## config.mk

```make
export PLATFORM = sky130hd
export DESIGN_NAME = circular_list_manager
export DESIGN_NICKNAME = d
export VERILOG_FILES = /design/src/sv/clm_pkg.sv /design/src/sv/clm_ram.sv /design/src/sv/clm_ring_table.sv /design/src/sv/clm_seq.sv /design/src/sv/circular_list_manager.sv
export SDC_FILE = /design/constraint.sdc
export NUM_CORES = 1
export LEC_CHECK = 0
export BUFFER_PORTS_ARGS = -buffer_cell sky130_fd_sc_hd__buf_2
export CAP_MARGIN = 10
export CORE_UTILIZATION = 40
export DETAILED_ROUTE_END_ITERATION = 16
export GPL_ROUTABILITY_DRIVEN = 0
export GPL_TIMING_DRIVEN = 0
export PLACE_DENSITY = 0.62
export SYNTH_ARGS = -nofsm -noshare
export SYNTH_HDL_FRONTEND = slang
export SYNTH_HIERARCHICAL = 1
export SYNTH_SLANG_ARGS = --single-unit
export TNS_END_PERCENT = 30
```

## constraint.sdc

```tcl
create_clock -name aclk -period 10.2 [get_ports aclk]
set_input_delay 2.04 -clock aclk [delete_from_list [all_inputs] [get_ports aclk]]
set_output_delay 2.04 -clock aclk [all_outputs]
set_load 0.05 [all_outputs]
```

## src/sv/clm_pkg.sv

```systemverilog
// ----------------------------------------------------------------------------
// Circular list manager package
// Sizes, request codes and the structs passed between the list manager blocks.
// ----------------------------------------------------------------------------
package clm_pkg;

    localparam int NODE_COUNT = 64;
    localparam int RING_COUNT = 16;
    localparam int NODE_W     = $clog2(NODE_COUNT);
    localparam int RING_W     = $clog2(RING_COUNT);
    localparam int TYPE_W     = 3;

    localparam int IN_BITS     = TYPE_W + 2 * RING_W + NODE_W;
    localparam int IN_TDATA_W  = ((IN_BITS + 7) / 8) * 8;
    localparam int OUT_BITS    = NODE_W + 1;
    localparam int OUT_TDATA_W = ((OUT_BITS + 7) / 8) * 8;

    typedef logic [NODE_W-1:0] node_t;
    typedef logic [RING_W-1:0] ring_idx_t;
    typedef logic [TYPE_W-1:0] req_kind_t;

    localparam req_kind_t REQ_NEXT   = 3'd0;
    localparam req_kind_t REQ_REMOVE = 3'd1;
    localparam req_kind_t REQ_INSERT = 3'd2;
    localparam req_kind_t REQ_APPEND = 3'd3;
    localparam req_kind_t REQ_MOVE   = 3'd4;

    typedef struct packed {
        logic  we;
        node_t addr;
        node_t data;
    } link_wr_t;

    typedef struct packed {
        logic  we;
        node_t head;
        logic  nonempty;
    } ring_wr_t;

    typedef struct packed {
        node_t next_node;
        logic  has_next;
    } result_t;

endpackage

```

## src/sv/clm_ram.sv

```systemverilog
// ----------------------------------------------------------------------------
// Generic RAM
// One write port and one read port with registered read data.
// ----------------------------------------------------------------------------
module clm_ram #(
    parameter int WIDTH = 8,
    parameter int DEPTH = 64
) (
    input  logic                     aclk,
    input  logic                     we,
    input  logic [$clog2(DEPTH)-1:0] waddr,
    input  logic [WIDTH-1:0]         wdata,
    input  logic [$clog2(DEPTH)-1:0] raddr,
    output logic [WIDTH-1:0]         rdata
);

    logic [WIDTH-1:0] mem [DEPTH];
    logic [WIDTH-1:0] rdata_reg;

    always_ff @(posedge aclk) begin
        if (we) begin
            mem[waddr] <= wdata;
        end
        rdata_reg <= mem[raddr];
    end

    assign rdata = rdata_reg;

endmodule

```

## src/sv/clm_ring_table.sv

```systemverilog
// ----------------------------------------------------------------------------
// Ring table
// Head node and occupancy flag of every ring, read and written at one index.
// ----------------------------------------------------------------------------
module clm_ring_table
    import clm_pkg::*;
(
    input  logic      aclk,
    input  logic      aresetn,
    input  ring_idx_t sel,
    input  ring_wr_t  wr,
    output node_t     head,
    output logic      nonempty
);

    node_t                 head_reg [RING_COUNT];
    logic [RING_COUNT-1:0] nonempty_reg;

    always_ff @(posedge aclk) begin
        if (!aresetn) begin
            head_reg     <= '{default: '0};
            nonempty_reg <= '0;
        end else if (wr.we) begin
            head_reg[sel]     <= wr.head;
            nonempty_reg[sel] <= wr.nonempty;
        end
    end

    assign head     = head_reg[sel];
    assign nonempty = nonempty_reg[sel];

endmodule

```

## src/sv/clm_seq.sv

```systemverilog
// ----------------------------------------------------------------------------
// List manager sequencer
// Steps one request through the reads and writes of the link memories.
// ----------------------------------------------------------------------------
module clm_seq
    import clm_pkg::*;
(
    input  logic      aclk,
    input  logic      aresetn,
    input  logic      s_valid,
    output logic      s_ready,
    input  req_kind_t req_kind,
    input  ring_idx_t req_ring,
    input  ring_idx_t req_to_ring,
    input  node_t     req_node,
    input  logic      out_free,
    output logic      done,
    output result_t   res,
    output node_t     rd_addr,
    input  node_t     nxt_rdata,
    input  node_t     prv_rdata,
    output link_wr_t  nxt_wr,
    output link_wr_t  prv_wr,
    output ring_idx_t ring_sel,
    input  node_t     ring_head,
    input  logic      ring_nonempty,
    output ring_wr_t  ring_wr
);

    typedef enum logic [6:0] {
        S_IDLE = 7'b0000001,
        S_NXT  = 7'b0000010,
        S_UNL  = 7'b0000100,
        S_LNK  = 7'b0001000,
        S_LKR  = 7'b0010000,
        S_LKW  = 7'b0100000,
        S_DONE = 7'b1000000
    } state_t;

    state_t    state_reg, state_next;
    req_kind_t kind_reg, kind_next;
    ring_idx_t cur_ring_reg, cur_ring_next;
    ring_idx_t to_ring_reg, to_ring_next;
    node_t     node_reg, node_next;
    node_t     tail_reg, tail_next;
    result_t   res_reg, res_next;
    logic      in_range;
    logic      to_in_range;

    assign in_range    = (32'(req_node) < NODE_COUNT) && (32'(req_ring) < RING_COUNT);
    assign to_in_range = 32'(req_to_ring) < RING_COUNT;

    always_ff @(posedge aclk) begin
        if (!aresetn) begin
            state_reg <= S_IDLE;
        end else begin
            state_reg <= state_next;
        end
        kind_reg     <= kind_next;
        cur_ring_reg <= cur_ring_next;
        to_ring_reg  <= to_ring_next;
        node_reg     <= node_next;
        tail_reg     <= tail_next;
        res_reg      <= res_next;
    end

    always_comb begin
        state_next    = state_reg;
        kind_next     = kind_reg;
        cur_ring_next = cur_ring_reg;
        to_ring_next  = to_ring_reg;
        node_next     = node_reg;
        tail_next     = tail_reg;
        res_next      = res_reg;
        s_ready       = 1'b0;
        done          = 1'b0;
        rd_addr       = node_reg;
        nxt_wr        = '0;
        prv_wr        = '0;
        ring_wr       = '0;

        unique case (state_reg)
            S_IDLE: begin
                s_ready       = 1'b1;
                rd_addr       = req_node;
                kind_next     = req_kind;
                cur_ring_next = req_ring;
                to_ring_next  = req_to_ring;
                node_next     = req_node;
                res_next      = '0;
                if (s_valid) begin
                    if (!in_range) begin
                        state_next = S_DONE;
                    end else begin
                        unique case (req_kind)
                            REQ_NEXT:   state_next = S_NXT;
                            REQ_REMOVE: state_next = S_UNL;
                            REQ_INSERT: state_next = S_LNK;
                            REQ_APPEND: state_next = S_LNK;
                            REQ_MOVE:   state_next = to_in_range ? S_UNL : S_DONE;
                            default:    state_next = S_DONE;
                        endcase
                    end
                end
            end
            S_NXT: begin
                if (!(ring_nonempty && ring_head == nxt_rdata)) begin
                    res_next.next_node = nxt_rdata;
                    res_next.has_next  = 1'b1;
                end
                state_next = S_DONE;
            end
            S_UNL: begin
                nxt_wr = '{we: 1'b1, addr: prv_rdata, data: nxt_rdata};
                prv_wr = '{we: 1'b1, addr: nxt_rdata, data: prv_rdata};
                if (ring_nonempty && ring_head == node_reg) begin
                    ring_wr.we = 1'b1;
                    if (nxt_rdata == node_reg) begin
                        ring_wr.head     = '0;
                        ring_wr.nonempty = 1'b0;
                    end else begin
                        ring_wr.head     = nxt_rdata;
                        ring_wr.nonempty = 1'b1;
                    end
                end
                if (kind_reg == REQ_MOVE) begin
                    cur_ring_next = to_ring_reg;
                    state_next    = S_LNK;
                end else begin
                    state_next = S_DONE;
                end
            end
            S_LNK: begin
                rd_addr = ring_head;
                if (!ring_nonempty) begin
                    nxt_wr  = '{we: 1'b1, addr: node_reg, data: node_reg};
                    prv_wr  = '{we: 1'b1, addr: node_reg, data: node_reg};
                    ring_wr = '{we: 1'b1, head: node_reg, nonempty: 1'b1};
                    state_next = S_DONE;
                end else begin
                    state_next = S_LKR;
                end
            end
            S_LKR: begin
                nxt_wr     = '{we: 1'b1, addr: node_reg, data: ring_head};
                prv_wr     = '{we: 1'b1, addr: node_reg, data: prv_rdata};
                tail_next  = prv_rdata;
                state_next = S_LKW;
            end
            S_LKW: begin
                nxt_wr = '{we: 1'b1, addr: tail_reg, data: node_reg};
                prv_wr = '{we: 1'b1, addr: ring_head, data: node_reg};
                if (kind_reg == REQ_INSERT) begin
                    ring_wr = '{we: 1'b1, head: node_reg, nonempty: 1'b1};
                end
                state_next = S_DONE;
            end
            S_DONE: begin
                if (out_free) begin
                    done       = 1'b1;
                    state_next = S_IDLE;
                end
            end
            default: begin
                state_next = S_IDLE;
            end
        endcase
    end

    assign res      = res_reg;
    assign ring_sel = cur_ring_reg;

    a_idle_no_write: assert property (@(posedge aclk) disable iff (!aresetn)
        (state_reg == S_IDLE) |-> (!nxt_wr.we && !prv_wr.we && !ring_wr.we))
        else $error("link or ring write while idle");

    a_accept_leaves_idle: assert property (@(posedge aclk) disable iff (!aresetn)
        (s_valid && s_ready) |=> (state_reg != S_IDLE))
        else $error("accepted item did not start");

    a_done_has_slot: assert property (@(posedge aclk) disable iff (!aresetn)
        done |-> out_free)
        else $error("result issued into a full output register");

    a_empty_head_zero: assert property (@(posedge aclk) disable iff (!aresetn)
        (ring_wr.we && !ring_wr.nonempty) |-> (ring_wr.head == '0))
        else $error("emptied ring keeps a head");

    a_result_only_next: assert property (@(posedge aclk) disable iff (!aresetn)
        (done && res.has_next) |-> (kind_reg == REQ_NEXT))
        else $error("successor reported for a request other than next");

endmodule

```

## src/sv/circular_list_manager.sv

```systemverilog
// ----------------------------------------------------------------------------
// Circular list manager
// Keeps several circular doubly linked rings over one table of nodes.
// ----------------------------------------------------------------------------
// A request item on the s_ channel names a request kind, a ring, a target ring
// for a move, and a node. Every request gives exactly one result item on the
// m_ channel: the successor of the node and a has_next flag for a next
// request, and zeros for all other kinds.
// The block works on one request at a time and drops s_tready while it does.
// A request steps through its own sequence of states: next and remove read the
// links of the node, a link into an occupied ring also reads the links of the
// ring head, and a move unlinks the node and then links it into the target ring.
// The sequence is set by the dependent reads of the two link memories, which
// return registered read data. A new request is accepted only after the previous
// one has handed its result to the output register.
// The result sits in an output register; a new request is accepted while it
// waits, but that request is not finished until the receiver takes the result.
// Reset empties all rings and clears their heads; the link memories are not
// cleared and hold nothing useful until nodes are linked.
// ----------------------------------------------------------------------------
module circular_list_manager
    import clm_pkg::*;
(
    input  logic                   aclk,
    input  logic                   aresetn,
    input  logic                   s_tvalid,
    output logic                   s_tready,
    // req_type, ring_id, to_ring_id, node_index, zero fill
    input  logic [IN_TDATA_W-1:0]  s_tdata,
    output logic                   m_tvalid,
    input  logic                   m_tready,
    // next_node, has_next, zero fill
    output logic [OUT_TDATA_W-1:0] m_tdata
);

    req_kind_t req_kind;
    ring_idx_t req_ring;
    ring_idx_t req_to_ring;
    node_t     req_node;
    logic      out_free;
    logic      done;
    result_t   res;
    node_t     rd_addr;
    node_t     nxt_rdata;
    node_t     prv_rdata;
    link_wr_t  nxt_wr;
    link_wr_t  prv_wr;
    ring_idx_t ring_sel;
    node_t     ring_head;
    logic      ring_nonempty;
    ring_wr_t  ring_wr;
    logic      m_tvalid_reg, m_tvalid_next;
    result_t   m_res_reg, m_res_next;

    assign req_kind    = s_tdata[TYPE_W-1:0];
    assign req_ring    = s_tdata[TYPE_W +: RING_W];
    assign req_to_ring = s_tdata[TYPE_W+RING_W +: RING_W];
    assign req_node    = s_tdata[TYPE_W+2*RING_W +: NODE_W];

    clm_seq u_seq (
        .aclk          (aclk),
        .aresetn       (aresetn),
        .s_valid       (s_tvalid),
        .s_ready       (s_tready),
        .req_kind      (req_kind),
        .req_ring      (req_ring),
        .req_to_ring   (req_to_ring),
        .req_node      (req_node),
        .out_free      (out_free),
        .done          (done),
        .res           (res),
        .rd_addr       (rd_addr),
        .nxt_rdata     (nxt_rdata),
        .prv_rdata     (prv_rdata),
        .nxt_wr        (nxt_wr),
        .prv_wr        (prv_wr),
        .ring_sel      (ring_sel),
        .ring_head     (ring_head),
        .ring_nonempty (ring_nonempty),
        .ring_wr       (ring_wr)
    );

    clm_ram #(.WIDTH(NODE_W), .DEPTH(NODE_COUNT)) u_next_mem (
        .aclk  (aclk),
        .we    (nxt_wr.we),
        .waddr (nxt_wr.addr),
        .wdata (nxt_wr.data),
        .raddr (rd_addr),
        .rdata (nxt_rdata)
    );

    clm_ram #(.WIDTH(NODE_W), .DEPTH(NODE_COUNT)) u_prev_mem (
        .aclk  (aclk),
        .we    (prv_wr.we),
        .waddr (prv_wr.addr),
        .wdata (prv_wr.data),
        .raddr (rd_addr),
        .rdata (prv_rdata)
    );

    clm_ring_table u_ring_table (
        .aclk     (aclk),
        .aresetn  (aresetn),
        .sel      (ring_sel),
        .wr       (ring_wr),
        .head     (ring_head),
        .nonempty (ring_nonempty)
    );

    assign out_free = !m_tvalid_reg || m_tready;

    always_comb begin
        m_tvalid_next = m_tvalid_reg;
        m_res_next    = m_res_reg;
        if (done) begin
            m_tvalid_next = 1'b1;
            m_res_next    = res;
        end else if (m_tready) begin
            m_tvalid_next = 1'b0;
        end
    end

    always_ff @(posedge aclk) begin
        if (!aresetn) begin
            m_tvalid_reg <= 1'b0;
        end else begin
            m_tvalid_reg <= m_tvalid_next;
        end
        m_res_reg <= m_res_next;
    end

    assign m_tvalid = m_tvalid_reg;
    assign m_tdata  = OUT_TDATA_W'({m_res_reg.has_next, m_res_reg.next_node});

endmodule

```

Word level (Yosys, flattened, before mapping)
Memories as Yosys holds them, arrays and structs flattened. A register that Yosys moved wholly into a read port is not among the register bits. Index checks and enable logic that the tools add are counted.

Output and inout bits: 10. RAM bits: 768. Input port bits: 28. Logic and storage cells: 110. Memories kept: 2. Flip-flop bits (word level): 157.

$lt $le $gt $ge: 4. Reduce and logical (&&, ||, !) cells: 16. Bitwise operators: 1. Multiplexer cells: 39. Equality and inequality tests: 20.

Memories: u_next_mem.mem (words 64, width 6, read ports 1, clocked after Yosys merged registers in 1, wr ports 1, RTL line clm_ram.sv:17) `logic [WIDTH-1:0] mem [DEPTH];`; u_prev_mem.mem (words 64, width 6, read ports 1, clocked after Yosys merged registers in 1, wr ports 1, RTL line clm_ram.sv:17).

Operator list (number): $pmux W13 S4 (2); $bwmux W96 (1); $mux W7 (6); $pmux W7 S6 (1); $bmux W6 S4 (1); $demux W6 S4 (1); $mux W8 (3); $pmux W8 S3 (1); $pmux W7 S3 (1); $eq A6 B6 Y1 (3); $mux W6 (3); $bwmux W16 (1); $pmux W7 S2 (1); $mux W13 (1); $pmux W6 S2 (1); $mux W1 (11); $eq A3 B2 Y1 const B (3); $pmux W4 S2 (1); $eq A7 B1 Y1 const B (1); $eq A7 B2 Y1 const B (1); $eq A7 B3 Y1 const B (1); $eq A7 B4 Y1 const B (1); $eq A7 B5 Y1 const B (1); $eq A7 B6 Y1 const B (1); 20 further kinds (32).

Longest topological paths before layout
Word-level depth: 9. Mapped depth: 15. Depth with buffers taken out: 11.

Modules after synthesis
The synthesis kept the hierarchy.

By module, submodules not included: clm_ram (instances 2, area each 15225.9 um^2, cells each 720, sequential area each 11651.2 um^2); clm_ring_table (instances 1, area each 5590.4 um^2, cells each 609, sequential area each 2242.2 um^2); clm_seq (instances 1, area each 2399.8 um^2, cells each 244, sequential area each 1041.0 um^2); circular_list_manager (instances 1, area each 270.3 um^2, cells each 13, sequential area each 230.2 um^2).

Worst setup path before layout
No wires, ideal clock.

Path type: flip-flop to flip-flop. Start: register u_seq.state_reg[4]. End: register u_next_mem.rdata_reg[0], in the netlist u_next_mem/rdata[0], read port of u_next_mem.mem. Arrival time: 3892 ps. Required time: 10083 ps. Stages on the path, launching flop included: 15. Clock period less this slack: 4010 ps. Buffers on the path: 4. Library setup time: 117 ps. Setup slack: 6190 ps. Path through: dfxtp_1 > buf_2 > nor2_1 > nand3b_1 > or2_2 > clkinv_1 > or2_2 > o21ai_0 > buf_6 > buf_6 > buf_4 > mux4_2 > o22ai_1 > o21ai_1 > a32o_1.

Cells in the longest elaborated chain, start to end: 2. Elaborated cells between the ends (all ways): 3. Those cells by class: eq/ne: 2; mux: 1.

RTL lines: start: declaration (RTL line clm_seq.sv:40) `state_t state_reg, state_next;`; start signal: assignment (RTL line clm_seq.sv:57) `state_reg <= state_next;`; $eq A7 B4 Y1 or $eq A7 B1 Y1 (tied branches) (RTL line clm_seq.sv:82) `unique case (state_reg)`; $pmux W6 S2 * (RTL line clm_seq.sv:82); via rd_addr[0] (RTL line circular_list_manager.sv:43) `node_t rd_addr;`; end: declaration (RTL line clm_ram.sv:18) `logic [WIDTH-1:0] rdata_reg;`.

The timed path passes the listed nets; every way through them passes the cells marked *. A chain may end at the register's enable or synchronous reset.

==> metrics <==
outcome=completed; Max Slew Vio Count=0; Worst R2R Path Depth=15; CTS clk-pin slew, worst paths=60 ps; H-tree Lvls=3; Final Hold Viols=0; Die W=between 300 and 400 µm; slowest stage cell, crit path=nor2_1; initial core utilization=0.4056; Root Buffer=clkbuf_16; Post-Synthesis Net Count=2334; Worst Setup EP=u_next_mem/mem[59][0]; Post-CTS Hold Buffers=0; slack of the worst reg-to-reg path=between 4000 and 5000 ps; first-pass GRT wire length=148900 µm; Reg2Reg Capture Point=u_next_mem/mem[59][0]; Switch Pwr=roughly 2.8 mW; Fmax=between 150 and 200 MHz; worst r2r src=u_seq/ring_sel[1]; Vert. Die Dim=313.1 µm; CP Launch Type=flip-flop; Post-CTS Setup Inserts=0; Ys Warns=6; Worst Setup End Kind=flip-flop; Cell Rows=113; Worst EP arrival=slightly below 6000 ps; PD cells=223.7 nW/µm²; Fillers=8150; DRT Pass-1 Iters=5; CP Data Required Time=10490 ps; hpwl dp=approximately 67000 µm; setup TNS=0 ps; gr ovfl total=0; number of global-route vias before repair=22666; average size of a mapped cell=16.79 µm²; minimum hold slack=between 400 and 500 ps; combinational share of power=0.216; total CTS buffers=a little over 90; met3 Use GR=0.04016; initial antenna violation count=2; final wirelength=99920 µm; ys flop type=edfxtp_1; critical path peak fanout=10; routing usage on met1=0.2805; Die Area=98030 µm²; Distinct cells, synth=77; core area=~95000 µm²; GRT Overall Usage=0.2051; Pint=between 7 and 8 mW; detailed-route vias per instance=5.975; CTS sink cnt=937; share of flip-flops with an asynchronous set or reset=0; clock power share=0.350; layout net count=2471; Multi-input gate area=roughly 11000 µm²; CP cell instances=buf_2, buf_4, buf_4, mux4_2, a22oi_1, nand2_1, nor2b_1, clkbuf_1, nand3b_1, a21oi_1, a21o_1, clkbuf_1, nor2b_1, nand3_1, nor2_1; Post-synth EDFFs=805; CTS tree=done; Initial DRC Count=2762; post-CTS sizing=0; Sw Ratio=0.2816; min cycle time layout=5578 ps; Reg area=26820 µm²; Longest Clk Path Bufs=3; maximum VDD drop=0.1573 mV; insertion delay to the later sink of the worst-skew pair=between 600 and 700 ps; # DRC=0; Boundary Pins=38; sequential share of power=0.434; Min-Delay Path Class=reg -> reg; Clock Skew=around 19 ps; CP Class=reg -> reg; Port Buffers=29; Slew HR=0.2542; leakage power=13.01 nW; met2 usage=0.3274; post-layout util=0.4585; Worst Setup SP=u_seq/ring_sel[1]; Syn Std Cell Area=38710 µm²; post-route setup slack=4622 ps; area grow syn2layout=13.03%; WL per Instance=~26 µm; Hold Startpoint=u_seq/res[1]; layout cells sized above 1=0.2072; RSZ-0062 raised after global routing=false; most used routing layer=met2; Slew @ Worst Pin=approximately 1100 ps; sequential area share after synthesis=0.6927; vias=22592; FF+latch count, synth=937; Detail Route Antenna Nets=0; final setup fails=0; largest net degree at the start of global routing=53; Crit path largest cell delay=770 ps; Mapped Cells=2306; Final period util=0.5469; max_cap viols=0; pre-CTS setup slack=4793 ps
[power groups by stage]
stage	registers, mW	clock network [mW]	logic, mW
after global placement	4.33	0	2.07
after CTS	4.25	3.49	2.11
after global routing	4.25	3.64	2.21
after detailed placement	4.33	0	2.10
final	4.25	3.43	2.11
after floorplan	4.32	0	1.39
[Yosys cell counts, drive strengths merged (7+ instances only)]
cell type	number	area (µm²)
a21o	7	52.55
a21oi	19	95.09
nand2	44	165.2
o221ai	18	157.7
nor2	148	563.0
or2	9	56.31
a221oi	8	70.07
nand3	151	768.2
mux2i	30	300.3
o21ai	136	680.7
buf	87	633.1
mux4	214	4880
inv	15	56.30
xor2	7	61.31
nand3b	14	108.9
dfxtp	132	2643
o22ai	24	150.1
edfxtp	805	24170
o22a	12	105.1
a22oi	26	205.2
clkbuf	95	356.6
nor2b	21	131.4
xnor2	14	122.6
nand2b	14	95.09
a211oi	12	90.09
a21boi	114	863.3
a22o	12	105.1
a221o	12	120.1
or3b	7	61.31
mux2	18	202.7
nor3	13	65.06
[per-layer routing]
layer	share of wire	wire length, µm	up-vias
met2	0.48	47700	1141
li1	-	-	9528
met3	0.085	8470	231
met4	0.035	3537	4
met5	0.00086	86	-
met1	0.40	40120	11688
[cell type report]
class,instances,share of cell area
Antenna cell,1,0.00005719
Clock inverter,56,0.01307
Multi-Input combinational cell,1171,0.2483
Buffer,182,0.02262
Sequential cell,937,0.6128
Inverter,16,0.001372
Clock buffer,110,0.05627
Tap cell,1265,0.03617
Timing Repair Buffer,43,0.009321
[how the worst min path moves through the flow]
stage                 endpoint  slack (ps)  cells past startpoint
CTS                 m_tdata[2]         420                      0
finish              m_tdata[0]         420                      0
detailed placement  m_tdata[2]         410                      0
floorplan           m_tdata[0]         400                      0
global route        m_tdata[2]         430                      0
global placement    m_tdata[6]         410                      0
[logic make-up (layout without fill, tap and decap cells)]
kind of cell              after synthesis  count (layout)  synth area share
muxes                                 262             262            0.1390
and+or+nand+nor                       469             469           0.06241
buffers and inverters                 198             407           0.02712
DFF                                   937             937            0.6927
other                                   1               2        0.00009687
xor gates and xnor gates               21              21          0.004751
AOI/OAI and AO/OA                     418             418           0.07389
[worst max-delay path: cells and delay by family (launching register included)]
family | cells | cell delay, ps
simple gates | 6 | 1990
buf+inv | 5 | 1410
compound gates | 3 | 1080
flops | 1 | 400
mux | 1 | 320
[placed cells by master (no fill, tap or decap), drive strengths merged, types with 19 or more instances in the layout]
cell type / instances
dfxtp: 132
clkinv: 38
mux4: 214
nand3: 151
a21oi: 19
nor2: 148
mux2i: 30
a22oi: 26
a21boi: 114
nand2: 44
clkbuf: 205
inv: 19
buf: 130
nor2b: 21
o22ai: 24
o21ai: 136
edfxtp: 805
[per-stage QoR]
stage / total power [mW] / instance area, µm² / std cells
3_5_place_dp: 6.426 / 40720 / 3614
5_1_grt: 10.10 / 43760 / 3780
2_1_floorplan: 5.705 / 38710 / 2306
4_1_cts: 9.839 / 43760 / 3780
6_report: 9.791 / 43760 / 3781
3_3_place_gp: 6.399 / 40440 / 3600
Power figures use the tool's default switching activity.
